$ cat src/hw/rtl/assert_macros.svh
// ---------------------------------------------------------------------------
// Assertion macros shared by the RTL files.
// Both macros sample on the rising edge of clk_i and are off during reset.
// ---------------------------------------------------------------------------
`ifndef ASSERT_MACROS_SVH
`define ASSERT_MACROS_SVH

// Condition that must hold at every sampled edge.
`define ASSERT_ALWAYS(lbl, cond, msg) \
  lbl: assert property (@(posedge clk_i) disable iff (!rst_ni) (cond)) else $error(msg);

// When the antecedent holds, the consequent must hold in the same cycle.
`define ASSERT_IMPLY(lbl, pre, post, msg) \
  lbl: assert property (@(posedge clk_i) disable iff (!rst_ni) (pre) |-> (post)) \
    else $error(msg);

`endif

$ cat src/hw/rtl/hsv2rgb_pkg.sv
// ---------------------------------------------------------------------------
// hsv2rgb_pkg
// Constants, types and helper functions of the HSV to RGB converter.
// ---------------------------------------------------------------------------
package hsv2rgb_pkg;

  // Arithmetic constants of the conversion.
  localparam int unsigned SectorSteps = 10923;
  localparam int unsigned RgCap       = 341;
  localparam int unsigned Full16      = 65535;
  localparam int unsigned Full8       = 255;

  // Quotient bits produced by the divider, one per stage.
  localparam int unsigned QuotBits    = 8;

  // Hue sectors of the colour circle.
  typedef enum logic [2:0] {
    SEC_RY = 3'd0,
    SEC_YG = 3'd1,
    SEC_GC = 3'd2,
    SEC_CB = 3'd3,
    SEC_BM = 3'd4,
    SEC_MR = 3'd5
  } sector_e;

  // One input pixel as it leaves the stream port.
  typedef struct packed {
    logic        yellow_fix;
    logic [7:0]  brightness;
    logic [7:0]  saturation;
    logic [15:0] hue;
  } pix_in_t;

  // Beat carried through the divider stages. The accumulators start as the
  // scaled numerators and end with the quotient in their low byte.
  typedef struct packed {
    logic [16:0] acc_r;
    logic [16:0] acc_g;
    logic [8:0]  divisor;
    logic [7:0]  blue;
  } div_beat_t;

  // Sector of a hue: the number of sector boundaries at or below it.
  function automatic sector_e sector_of(logic [15:0] hue);
    sector_e sec;
    if (hue >= 16'(5 * SectorSteps)) begin
      sec = SEC_MR;
    end else if (hue >= 16'(4 * SectorSteps)) begin
      sec = SEC_BM;
    end else if (hue >= 16'(3 * SectorSteps)) begin
      sec = SEC_CB;
    end else if (hue >= 16'(2 * SectorSteps)) begin
      sec = SEC_GC;
    end else if (hue >= 16'(SectorSteps)) begin
      sec = SEC_YG;
    end else begin
      sec = SEC_RY;
    end
    return sec;
  endfunction

  // First hue of a sector.
  function automatic logic [15:0] sector_base(sector_e sec);
    logic [15:0] base;
    case (sec)
      SEC_YG:  base = 16'(SectorSteps);
      SEC_GC:  base = 16'(2 * SectorSteps);
      SEC_CB:  base = 16'(3 * SectorSteps);
      SEC_BM:  base = 16'(4 * SectorSteps);
      SEC_MR:  base = 16'(5 * SectorSteps);
      default: base = 16'd0;
    endcase
    return base;
  endfunction

  // One restoring division step: shift in the next numerator bit, subtract
  // the divisor if it fits and shift the quotient bit in at the bottom.
  function automatic logic [16:0] div_step(logic [16:0] acc, logic [8:0] divisor);
    logic [9:0]  trial;
    logic [9:0]  diff;
    logic [16:0] res;
    trial = {acc[16:8], acc[7]};
    diff  = trial - {1'b0, divisor};
    if (trial >= {1'b0, divisor}) begin
      res = {diff[8:0], acc[6:0], 1'b1};
    end else begin
      res = {trial[8:0], acc[6:0], 1'b0};
    end
    return res;
  endfunction

endpackage

$ cat src/hw/rtl/hsv2rgb_front.sv
// ---------------------------------------------------------------------------
// hsv2rgb_front
// Five-stage front end: sector split, level products, channel selection and
// scaling of red and green for the yellow correction divider.
// ---------------------------------------------------------------------------
module hsv2rgb_front (
  input  logic                   clk_i,
  input  logic                   rst_ni,
  input  logic                   in_valid_i,
  output logic                   in_ready_o,
  input  hsv2rgb_pkg::pix_in_t   in_pix_i,
  output logic                   out_valid_o,
  input  logic                   out_ready_i,
  output hsv2rgb_pkg::div_beat_t out_beat_o
);

  // Stage valid bits and the ready chain between stages.
  logic vld1_q, vld2_q, vld3_q, vld4_q, vld5_q;
  logic rdy1, rdy2, rdy3, rdy4, rdy5;

  assign rdy5 = !vld5_q || out_ready_i;
  assign rdy4 = !vld4_q || rdy5;
  assign rdy3 = !vld3_q || rdy4;
  assign rdy2 = !vld2_q || rdy3;
  assign rdy1 = !vld1_q || rdy2;
  assign in_ready_o = rdy1;

  always_ff @(posedge clk_i or negedge rst_ni) begin
    if (!rst_ni) begin
      vld1_q <= 1'b0;
      vld2_q <= 1'b0;
      vld3_q <= 1'b0;
      vld4_q <= 1'b0;
      vld5_q <= 1'b0;
    end else begin
      if (rdy1) vld1_q <= in_valid_i;
      if (rdy2) vld2_q <= vld1_q;
      if (rdy3) vld3_q <= vld2_q;
      if (rdy4) vld4_q <= vld3_q;
      if (rdy5) vld5_q <= vld4_q;
    end
  end

  // Stage 1: sector and remainder within the sector, scaled by six.
  hsv2rgb_pkg::sector_e sec1_d, sec1_q;
  logic [13:0] rem_d;
  logic [16:0] rem6_w;
  logic [15:0] rem6_d, rem6_q;
  logic [7:0]  sat1_q, bri1_q;
  logic        fix1_q;

  always_comb begin
    sec1_d = hsv2rgb_pkg::sector_of(in_pix_i.hue);
    rem_d  = 14'(in_pix_i.hue - hsv2rgb_pkg::sector_base(sec1_d));
    rem6_w = {1'b0, rem_d, 2'b00} + {2'b00, rem_d, 1'b0};
    rem6_d = rem6_w[15:0];
  end

  always_ff @(posedge clk_i) begin
    if (rdy1) begin
      sec1_q <= sec1_d;
      rem6_q <= rem6_d;
      sat1_q <= in_pix_i.saturation;
      bri1_q <= in_pix_i.brightness;
      fix1_q <= in_pix_i.yellow_fix;
    end
  end

  // Stage 2: saturation products for q and t, and the level p.
  logic [23:0] prod_q_w, prod_t_w;
  logic [15:0] prod_p_w;
  logic [7:0]  sq2_q, st2_q, p2_q, bri2_q;
  logic        grey2_q, fix2_q;
  hsv2rgb_pkg::sector_e sec2_q;

  always_comb begin
    prod_q_w = {16'd0, sat1_q} * {8'd0, rem6_q};
    prod_t_w = {16'd0, sat1_q} * {8'd0, 16'(hsv2rgb_pkg::Full16) - rem6_q};
    prod_p_w = {8'd0, bri1_q} * {8'd0, 8'(hsv2rgb_pkg::Full8) - sat1_q};
  end

  always_ff @(posedge clk_i) begin
    if (rdy2) begin
      sq2_q   <= prod_q_w[23:16];
      st2_q   <= prod_t_w[23:16];
      p2_q    <= prod_p_w[15:8];
      bri2_q  <= bri1_q;
      grey2_q <= (sat1_q == 8'd0);
      fix2_q  <= fix1_q;
      sec2_q  <= sec1_q;
    end
  end

  // Stage 3: the levels q and t.
  logic [15:0] prod_qv_w, prod_tv_w;
  logic [7:0]  q3_q, t3_q, p3_q, bri3_q;
  logic        grey3_q, fix3_q;
  hsv2rgb_pkg::sector_e sec3_q;

  always_comb begin
    prod_qv_w = {8'd0, bri2_q} * {8'd0, 8'(hsv2rgb_pkg::Full8) - sq2_q};
    prod_tv_w = {8'd0, bri2_q} * {8'd0, 8'(hsv2rgb_pkg::Full8) - st2_q};
  end

  always_ff @(posedge clk_i) begin
    if (rdy3) begin
      q3_q    <= prod_qv_w[15:8];
      t3_q    <= prod_tv_w[15:8];
      p3_q    <= p2_q;
      bri3_q  <= bri2_q;
      grey3_q <= grey2_q;
      fix3_q  <= fix2_q;
      sec3_q  <= sec2_q;
    end
  end

  // Stage 4: channel selection by sector, grey override and the decision
  // whether red plus green must be capped.
  logic [7:0] r4_d, g4_d, b4_d, r4_q, g4_q, b4_q;
  logic [8:0] sum4_d, div4_d, div4_q;
  logic       cap4_d;

  always_comb begin
    case (sec3_q)
      hsv2rgb_pkg::SEC_RY: begin r4_d = bri3_q; g4_d = t3_q;   b4_d = p3_q;   end
      hsv2rgb_pkg::SEC_YG: begin r4_d = q3_q;   g4_d = bri3_q; b4_d = p3_q;   end
      hsv2rgb_pkg::SEC_GC: begin r4_d = p3_q;   g4_d = bri3_q; b4_d = t3_q;   end
      hsv2rgb_pkg::SEC_CB: begin r4_d = p3_q;   g4_d = q3_q;   b4_d = bri3_q; end
      hsv2rgb_pkg::SEC_BM: begin r4_d = t3_q;   g4_d = p3_q;   b4_d = bri3_q; end
      default:             begin r4_d = bri3_q; g4_d = p3_q;   b4_d = q3_q;   end
    endcase
    if (grey3_q) begin
      r4_d = bri3_q;
      g4_d = bri3_q;
      b4_d = bri3_q;
    end
    sum4_d = {1'b0, r4_d} + {1'b0, g4_d};
    cap4_d = fix3_q && !grey3_q && sum4_d > 9'(hsv2rgb_pkg::RgCap)
             && (sec3_q == hsv2rgb_pkg::SEC_RY || sec3_q == hsv2rgb_pkg::SEC_YG);
    // Without capping, dividing x*341 by 341 returns x unchanged.
    div4_d = cap4_d ? sum4_d : 9'(hsv2rgb_pkg::RgCap);
  end

  always_ff @(posedge clk_i) begin
    if (rdy4) begin
      r4_q   <= r4_d;
      g4_q   <= g4_d;
      b4_q   <= b4_d;
      div4_q <= div4_d;
    end
  end

  // Stage 5: numerators of the proportional cap.
  hsv2rgb_pkg::div_beat_t beat5_d, beat5_q;

  always_comb begin
    beat5_d.acc_r   = {9'd0, r4_q} * 17'(hsv2rgb_pkg::RgCap);
    beat5_d.acc_g   = {9'd0, g4_q} * 17'(hsv2rgb_pkg::RgCap);
    beat5_d.divisor = div4_q;
    beat5_d.blue    = b4_q;
  end

  always_ff @(posedge clk_i) begin
    if (rdy5) begin
      beat5_q <= beat5_d;
    end
  end

  assign out_valid_o = vld5_q;
  assign out_beat_o  = beat5_q;

endmodule

$ cat src/hw/rtl/hsv2rgb_div.sv
// ---------------------------------------------------------------------------
// hsv2rgb_div
// Pipelined restoring divider, one quotient bit per stage, for the red and
// green lanes side by side. Blue travels alongside unchanged.
// ---------------------------------------------------------------------------
module hsv2rgb_div (
  input  logic                   clk_i,
  input  logic                   rst_ni,
  input  logic                   in_valid_i,
  output logic                   in_ready_o,
  input  hsv2rgb_pkg::div_beat_t in_beat_i,
  output logic                   out_valid_o,
  input  logic                   out_ready_i,
  output hsv2rgb_pkg::div_beat_t out_beat_o
);

  // Per-stage valid bits, payload and ready chain.
  logic [hsv2rgb_pkg::QuotBits-1:0] vld_q;
  logic [hsv2rgb_pkg::QuotBits:0]   rdy;
  hsv2rgb_pkg::div_beat_t           stage_q   [hsv2rgb_pkg::QuotBits];
  hsv2rgb_pkg::div_beat_t           next_beat [hsv2rgb_pkg::QuotBits];

  // One division step on both lanes; divisor and blue pass through.
  function automatic hsv2rgb_pkg::div_beat_t div_stage(hsv2rgb_pkg::div_beat_t beat);
    hsv2rgb_pkg::div_beat_t res;
    res       = beat;
    res.acc_r = hsv2rgb_pkg::div_step(beat.acc_r, beat.divisor);
    res.acc_g = hsv2rgb_pkg::div_step(beat.acc_g, beat.divisor);
    return res;
  endfunction

  // A stage takes a beat when it is empty or its own beat moves on.
  always_comb begin
    rdy[hsv2rgb_pkg::QuotBits] = out_ready_i;
    for (int k = int'(hsv2rgb_pkg::QuotBits) - 1; k >= 0; k--) begin
      rdy[k] = !vld_q[k] || rdy[k+1];
    end
  end

  assign in_ready_o = rdy[0];

  // The first stage works on the incoming beat, the others on their
  // predecessor.
  always_comb begin
    next_beat[0] = div_stage(in_beat_i);
    for (int k = 1; k < int'(hsv2rgb_pkg::QuotBits); k++) begin
      next_beat[k] = div_stage(stage_q[k-1]);
    end
  end

  // Valid bits advance with the data.
  always_ff @(posedge clk_i or negedge rst_ni) begin
    if (!rst_ni) begin
      vld_q <= '0;
    end else begin
      if (rdy[0]) begin
        vld_q[0] <= in_valid_i;
      end
      for (int k = 1; k < int'(hsv2rgb_pkg::QuotBits); k++) begin
        if (rdy[k]) begin
          vld_q[k] <= vld_q[k-1];
        end
      end
    end
  end

  // Stage payload registers.
  always_ff @(posedge clk_i) begin
    for (int k = 0; k < int'(hsv2rgb_pkg::QuotBits); k++) begin
      if (rdy[k]) begin
        stage_q[k] <= next_beat[k];
      end
    end
  end

  assign out_valid_o = vld_q[hsv2rgb_pkg::QuotBits-1];
  assign out_beat_o  = stage_q[hsv2rgb_pkg::QuotBits-1];

endmodule

$ cat src/hw/rtl/hsv_to_rgb_yellow_correct.sv
// ---------------------------------------------------------------------------
// hsv_to_rgb_yellow_correct
// HSV to RGB pixel converter with optional yellow correction.
// ---------------------------------------------------------------------------
// Usage:
//   Pixels enter on the slave stream: one beat is one HSV pixel with its
//   yellow correction flag. Each beat yields exactly one RGB beat on the
//   master stream, in the same order.
//   Five front-end stages (sector split, two product stages, channel
//   selection, numerator scaling) and eight divider stages, one quotient
//   bit each, set the depth. The last divider stage is the output register.
//   Throughput is one pixel per clock while the receiver takes every beat.
//   When the receiver stalls, every stage that holds a beat keeps it and
//   empty stages still fill, so up to 13 beats are taken before s_axis_tready
//   falls; nothing is dropped or repeated.
//   Reset clears all stage valid bits; the block is ready in the first cycle
//   after rst_ni rises.
// ---------------------------------------------------------------------------
`include "assert_macros.svh"

module hsv_to_rgb_yellow_correct (
  input  logic        clk_i,
  input  logic        rst_ni,
  input  logic        s_axis_tvalid,
  output logic        s_axis_tready,
  // [15:0] hue, [23:16] saturation, [31:24] brightness, [32] yellow_fix,
  // [39:33] zero
  input  logic [39:0] s_axis_tdata,
  output logic        m_axis_tvalid,
  input  logic        m_axis_tready,
  // [7:0] red, [15:8] green, [23:16] blue
  output logic [23:0] m_axis_tdata
);

  // Unpack the input beat.
  hsv2rgb_pkg::pix_in_t in_pix;

  assign in_pix.hue        = s_axis_tdata[15:0];
  assign in_pix.saturation = s_axis_tdata[23:16];
  assign in_pix.brightness = s_axis_tdata[31:24];
  assign in_pix.yellow_fix = s_axis_tdata[32];

  // Front end to divider.
  logic                   front_vld, div_rdy;
  hsv2rgb_pkg::div_beat_t front_beat, out_beat;

  hsv2rgb_front u_front (
    .clk_i       (clk_i),
    .rst_ni      (rst_ni),
    .in_valid_i  (s_axis_tvalid),
    .in_ready_o  (s_axis_tready),
    .in_pix_i    (in_pix),
    .out_valid_o (front_vld),
    .out_ready_i (div_rdy),
    .out_beat_o  (front_beat)
  );

  hsv2rgb_div u_div (
    .clk_i       (clk_i),
    .rst_ni      (rst_ni),
    .in_valid_i  (front_vld),
    .in_ready_o  (div_rdy),
    .in_beat_i   (front_beat),
    .out_valid_o (m_axis_tvalid),
    .out_ready_i (m_axis_tready),
    .out_beat_o  (out_beat)
  );

  // Quotients sit in the low byte of each accumulator.
  assign m_axis_tdata = {out_beat.blue, out_beat.acc_g[7:0], out_beat.acc_r[7:0]};

  // Conditions watched by the assertions below.
  logic out_stall, quot_ok;

  assign out_stall = m_axis_tvalid && !m_axis_tready;
  assign quot_ok   = front_beat.divisor >= 9'(hsv2rgb_pkg::RgCap)
                     && front_beat.acc_r[16:8] < front_beat.divisor
                     && front_beat.acc_g[16:8] < front_beat.divisor;

  // The input can only be held off by a full pipeline behind a stalled output.
  `ASSERT_ALWAYS(a_stall_from_output, s_axis_tready || out_stall, "input stalled without an output stall")

  // Every divider beat has a divisor of at least the cap and numerators whose
  // upper bits lie below it, so each quotient fits in eight bits.
  `ASSERT_IMPLY(a_quot_fits, front_vld, quot_ok, "divider quotient would overflow")

endmodule
$ cat config.mk
export PLATFORM = sky130hd
export DESIGN_NAME = hsv_to_rgb_yellow_correct
export DESIGN_NICKNAME = d
export VERILOG_FILES = /design/src/hw/rtl/hsv2rgb_pkg.sv /design/src/hw/rtl/hsv2rgb_front.sv /design/src/hw/rtl/hsv2rgb_div.sv /design/src/hw/rtl/hsv_to_rgb_yellow_correct.sv
export VERILOG_INCLUDE_DIRS = /design/src /design/src/hw/rtl
export SDC_FILE = /design/constraint.sdc
export NUM_CORES = 2
export LEC_CHECK = 0
export ABC_AREA = 1
export BUFFER_PORTS_ARGS = -buffer_cell sky130_fd_sc_hd__buf_2
export CAP_MARGIN = 10
export CELL_PAD_IN_SITES_DETAIL_PLACEMENT = 1
export CELL_PAD_IN_SITES_GLOBAL_PLACEMENT = 1
export CORE_UTILIZATION = 35
export DETAILED_ROUTE_END_ITERATION = 10
export PLACE_DENSITY_LB_ADDON = 0.1
export SYNTH_ARGS = -nofsm -noshare
export SYNTH_HDL_FRONTEND = slang
export SYNTH_SLANG_ARGS = --single-unit
$ cat constraint.sdc
create_clock -name clk_i -period 13.8 [get_ports clk_i]
set_input_delay 0.69 -clock clk_i [delete_from_list [all_inputs] [get_ports clk_i]]
set_output_delay 0.69 -clock clk_i [all_outputs]
set_load 0.005 [all_outputs]
Word level (Yosys, flattened, before mapping) --
Memories as Yosys holds them, arrays and structs flattened. Index checks and enable logic that the tools add are counted.
Cells by class: order comparisons 22, add/sub/neg operators 23, multiplexer cells 44, reduce and logical (&&, ||, !) cells 37, multipliers 7, equality and inequality tests 9
Operators by type and width (count):
- 17-bit 2-to-1 mux | 16
- 10-bit by 9-bit greater-or-equal comparator with 1-bit output | 16
- 9-bit subtractor | 16
- 8-bit one-hot mux with 3 select lines | 3
- 14-bit one-hot mux with 5 select lines | 1
- 16-bit greater-or-equal comparator, second input constant | 3
- 8-bit by 16-bit multiplier with 24-bit output | 2
- 8-bit by 8-bit multiplier with 16-bit output | 3
- 8-bit by 9-bit multiplier with 17-bit output, second input constant | 2
- 8-bit 2-to-1 mux | 3
- 8-bit subtractor, first input constant | 3
- 1-bit 2-to-1 mux | 17
- 16-bit by 15-bit adder with 16-bit output | 1
- 16-bit by 14-bit greater-or-equal comparator with 1-bit output, second input constant | 1
- 16-bit by 15-bit greater-or-equal comparator with 1-bit output, second input constant | 1
- 16-bit subtractor, first input constant | 1
- 1-bit zero test | 14
- 1-bit logical OR | 14
- 14-bit subtractor | 1
- 3-bit by 2-bit == test with 1-bit output, second input constant | 4
- 3-bit 2-to-1 mux | 4
- 8-bit by 8-bit adder with 9-bit output | 1
- 3-bit == test, second input constant | 3
- 9-bit greater-than comparator, second input constant | 1
- 5 further kinds | 11
Storage, ports and cells: register bits after elaboration 207, memories 1, word-level logic and storage cells 183, output and inout port bits 26, bits in writable memories 408
Memory list:
- u_div.stage_q | words 8, width 51, read ports 8, clocked after memory_dff 0, wr ports 8, RTL line hsv2rgb_div.sv:20 | hsv2rgb_pkg::div_beat_t stage_q [hsv2rgb_pkg::QuotBits];

Longest topological paths before layout --
depth after elaboration 14, depth in mapped cells 30, mapped depth without buffers 30

Cells and area by module --
Synthesis repeated with hierarchy kept, for this count alone.
Unflattened totals: cells, all modules 5055, area, all modules 46582.2 um2
Modules (own cells, without submodules):
- hsv2rgb_front | area each 23422.5 um2, cells an instance 2603, instances 1
- hsv2rgb_div | area each 23159.7 um2, cells an instance 2452, instances 1

Worst setup path after synthesis --
OpenSTA, ideal clock, no wires.
path type input to output, start point input m_axis_tready, end point output s_axis_tready, slack 9.156 ns, cell stages on the path 12, arrival time 3.954 ns, data required time 13.110 ns, path through inv_1 -> nand2_2 -> nor2_4 -> nand2_4 -> nor2_4 -> nand2_4 -> nor2_4 -> nand2_4 -> nor2_4 -> nand3_4 -> nor2_4 -> nand3_2
On the way: cells in the longest elaborated chain, start to end 13
RTL lines:
- start: declaration | RTL line hsv_to_rgb_yellow_correct.sv:30 | input logic m_axis_tready,
- 1-bit logical OR | RTL line hsv2rgb_div.sv:36 | rdy[k] = !vld_q[k] || rdy[k+1];
- named net u_div.rdy (one bit) | RTL line hsv2rgb_div.sv:19 | logic [hsv2rgb_pkg::QuotBits:0] rdy;
- 1-bit logical OR (2 in series) | RTL line hsv2rgb_div.sv:36
- named net u_div.rdy (one bit) | RTL line hsv2rgb_div.sv:19
- 1-bit logical OR (2 in series) | RTL line hsv2rgb_div.sv:36
- named net u_div.rdy (one bit) | RTL line hsv2rgb_div.sv:19
- 1-bit logical OR (2 in series) | RTL line hsv2rgb_div.sv:36
- named net u_div.rdy (one bit) | RTL line hsv2rgb_div.sv:19
- 1-bit logical OR | RTL line hsv2rgb_div.sv:36
- 1-bit logical OR | RTL line hsv2rgb_front.sv:21 | assign rdy5 = !vld5_q || out_ready_i;
- 1-bit logical OR | RTL line hsv2rgb_front.sv:22 | assign rdy4 = !vld4_q || rdy5;
- named net u_front.rdy4 | RTL line hsv2rgb_front.sv:19 | logic rdy1, rdy2, rdy3, rdy4, rdy5;
- 1-bit logical OR | RTL line hsv2rgb_front.sv:23 | assign rdy3 = !vld3_q || rdy4;
- 1-bit logical OR | RTL line hsv2rgb_front.sv:24 | assign rdy2 = !vld2_q || rdy3;
- 1-bit logical OR | RTL line hsv2rgb_front.sv:25 | assign rdy1 = !vld1_q || rdy2;
- end: declaration | RTL line hsv_to_rgb_yellow_correct.sv:25 | output logic s_axis_tready,
The timed path passes the listed nets, and every way through them passes these cells.

Worst setup path after layout --
start point register u_div.vld_q[7] (netlist name), end point output s_axis_tready
On the way: cells in the longest elaborated chain, start to end 14
RTL lines:
- start: declaration | RTL line hsv2rgb_div.sv:18 | logic [hsv2rgb_pkg::QuotBits-1:0] vld_q;
- start signal: indexed assignment | RTL line hsv2rgb_div.sv:61 | vld_q[k] <= vld_q[k-1];
- 1-bit zero test | RTL line hsv2rgb_div.sv:36
- 1-bit logical OR | RTL line hsv2rgb_div.sv:36
- named net u_div.rdy (one bit) | RTL line hsv2rgb_div.sv:19
- 1-bit logical OR (2 in series) | RTL line hsv2rgb_div.sv:36
- named net u_div.rdy (one bit) | RTL line hsv2rgb_div.sv:19
- 1-bit logical OR (2 in series) | RTL line hsv2rgb_div.sv:36
- named net u_div.rdy (one bit) | RTL line hsv2rgb_div.sv:19
- 1-bit logical OR (2 in series) | RTL line hsv2rgb_div.sv:36
- named net u_div.rdy (one bit) | RTL line hsv2rgb_div.sv:19
- 1-bit logical OR | RTL line hsv2rgb_div.sv:36
- 1-bit logical OR | RTL line hsv2rgb_front.sv:21
- 1-bit logical OR | RTL line hsv2rgb_front.sv:22
- named net u_front.rdy4 | RTL line hsv2rgb_front.sv:19
- 1-bit logical OR | RTL line hsv2rgb_front.sv:23
- 1-bit logical OR | RTL line hsv2rgb_front.sv:24
- 1-bit logical OR | RTL line hsv2rgb_front.sv:25
The timed path passes the listed nets, and every way through them passes these cells.

==> summary.md <==
| Metric | Value |
|---|---|
| Tightest Hold Check Type | input pin to flip-flop |
| #FFs+latches synth | 587 |
| Crit path arrival time | 5.02 ns |
| Post-synth top cells | 817 x nand2_1, 778 x inv_1, 574 x edfxtp_1 |
| Mapped Cells | roughly 4.4k |
| Max cap viols | 0 |
| Initial DRC count | 1203 |
| Vias in the first global route | around 32k |
| Largest net degree at the start of global routing | between 50 and 60 |
| Routed vias | between 20k and 30k |
| Wire length per cell | roughly 18 um |
| Final worst clock skew | slightly below 0.04 ns |
| Dominant cells by area after synthesis | edfxtp_1 40%, fa_1 14%, ha_1 12% |
| CP required | 13.11 ns |
| Clk buf depth | 3 |
| Reg-to-Reg Start | u_front.sat1_q[2]$_DFFE_PP_ |
| Setup_tns | 0 ns |
| Hold violation count in the final report | 0 |
| Ports | 70 |
| Layout overhead on the synthesized area | 10.6% |
| Dominant cell by count in the synthesized netlist | nand2_1 |
| Final HPWL DP | around 90000 um |
| Async SR Flop Fraction | 0.0221 |
| Core box area | about 120000 um^2 |
| Period utilization | 0.414 |
| Crit-path max FO | between 50 and 60 |
| Synth Warn # | 0 |
| Synth cell types | 54 |
| GRT overflow | 0 |
| Dpl ws | 8.05 ns |
| DR DRC count | 0 |
| Main synth FF type | edfxtp_1 |
| Clock root buffer | clkbuf_16 |
| First-pass GRT wire length | 179000 um |
| CTS H-tree lvls | 3 |
| Synthesized cell area | approximately 43000 um^2 |
| RD Place Congestion | 0.817 |
| Port-buffer cells | 62 |
| ANT nets after route | 0 |
| Initial Utilization | 0.354 |
| CP Launch Type | flip-flop |
| Hold Path Sink | u_front.sat1_q[6]$_DFFE_PP_ |
| CTS Buf Count | 73 |
| Clk slew on worst S/H paths | 0.06 ns |
| N_diodes | 0 |
| CTS tree | built |
| Status | completed |
| Clock Latency Late Sink | between 0.6 and 0.7 ns |
| Critical path class | flip-flop to output pin |
| Setup violators final | 0 |
| Via density | 4.83 |
| Hold_ws | around 0.22 ns |
| EDFF count, synth | ~570 |
| Die Height | roughly 350 um |
| Hold_sp | s_axis_tdata[22] |
| Capturing point of the worst reg2reg path | u_front.st2_q[6]$_DFFE_PP_ |
| Fin worst setup slack | around 8.1 ns |
| Final net count | ~5.3k |
| DIE AREA | 125000 um^2 |
| Area leader, netlist | edfxtp_1 |
| Worst setup EP type | output pin |
| Syn avg cell area | between 9 and 10 um^2 |
| Mapped Nets | approximately 5.2k |
| Max Fclk | approximately 0.17 GHz |
| Share of cells above drive strength 1 | 0.0514 |
| DRT Wirelength | ~110000 um |
| WHS Path Cells | 1 |
| Unrepaired setup endpoints after global routing | no |
| Die Width | roughly 350 um |
| CTS Sinks | 587 |
| Post-CTS sizing | 0 |
| Slew margin rel. | 0.247 |
| Post-layout minimum cycle time | between 5 and 6 ns |
| FF-to-FF setup slack | 8.34 ns |
| Pre-antenna DRT Iters | 5 |
| Worst slew pin tran | around 1.1 ns |
| Num rows | roughly 130 |
| Part of the Yosys area used for sequential elements | 0.405 |
| Initial antenna violation count | 3 |
| All-layer global routing usage | 0.183 |
| Post-synth top area share | 0.398 |
| Slew Viols, Final | 0 |
| FF-to-FF path depth | 14 |
## per-layer routing
metal	part of all wire	track usage	vias up	routed length, um
met4	0.019	0.0380	0	2100
met5	0	0	-	0
li1	-	-	14675	-
met2	0.47	0.307	326	52800
met3	0.027	0.0222	132	3020
met1	0.49	0.254	14697	54900
## sequential cells by signal, indices dropped and copies added (netlist names), 9 cells and up
signal,flops
u_front.div4_q,9
u_front.out_beat_o,51
u_front.rem6_q,15
u_div.stage_q,381
## layout make-up
cell class,instances,area [um^2]
multi-input combinational,2963,22300
sequential,587,17600
timing repair buffer,79,440
fill,13928,74400
tap,1625,2030
inverter,789,2960
clock buffer,85,1870
clock inverter,48,751
## cells by family (layout without fill, tap and decap cells)
kind of cell    Yosys count  count (layout)  synth area share
other cells               1               1         0.0000865
simple gates           1461            1461             0.139
buf+inv                 883            1001            0.0796
flops                   587             587             0.405
xor+xnor                165             165            0.0333
compound gates          600             600            0.0781
fa+ha+maj               734             734             0.264
mux                       2               2          0.000519
## what timing repair did
item / 4_1_cts / 5_1_grt
hold buffers: 1 / 0
setup buffers: 0 / 0
hold endpoints to repair: 13 / 0
## metrics by stage
stage	util	instances	instance area, um^2
floorplan	-	4433	43400
global placement	0.371	6042	45300
detailed placement	0.371	6042	45300
CTS	0.392	6176	48000
global route	0.392	6176	48000
finish	0.392	6176	48000
## worst max-delay path by stage
stage | depth (start not counted) | slack [ns] | to | from
finish | 13 | 8.09 | s_axis_tready | u_div.vld_q[7]$_DFFE_PN0P_
global route | 13 | 7.49 | s_axis_tready | u_div.vld_q[7]$_DFFE_PN0P_
CTS | 13 | 7.79 | s_axis_tready | u_div.vld_q[7]$_DFFE_PN0P_
detailed placement | 15 | 8.05 | s_axis_tready | m_axis_tready
global placement | 15 | 8.17 | s_axis_tready | m_axis_tready
floorplan | 12 | 9.16 | s_axis_tready | m_axis_tready
## critical path: stages (launching register included)
cell	delay, ns
dfrtp_1	0.35
nand2_2	0.41
nor2_4	0.30
nand2_4	0.43
nor2_4	0.30
nand2_4	0.24
nor2_4	0.21
nand2_4	0.41
nor2_4	0.33
nand3_4	0.46
nor2_4	0.30
nand3_2	0.08
buf_4	0.29
buf_2	0.21
## cells in the final DEF (no fill, tap or decap), types with 27 or more instances in the layout
master     synthesis  layout
a211oi_1          27      27
a21o_1            43      43
a21oi_1          321     321
a31oi_1           27      27
buf_2              9      62
clkbuf_16          0      73
edfxtp_1         574     574
fa_1             304     304
ha_1             430     430
inv_1            778     774
nand2_1          817     815
nand3_1          124     124
nand4_1           39      39
nor2_1           402     402
o21ai_0          111     111
xnor2_1           74      74
xor2_1            91      91
Power is left out: the tool's default activity adds up to more than one toggle a clock period on the data nets, which glitch-free logic cannot reach.
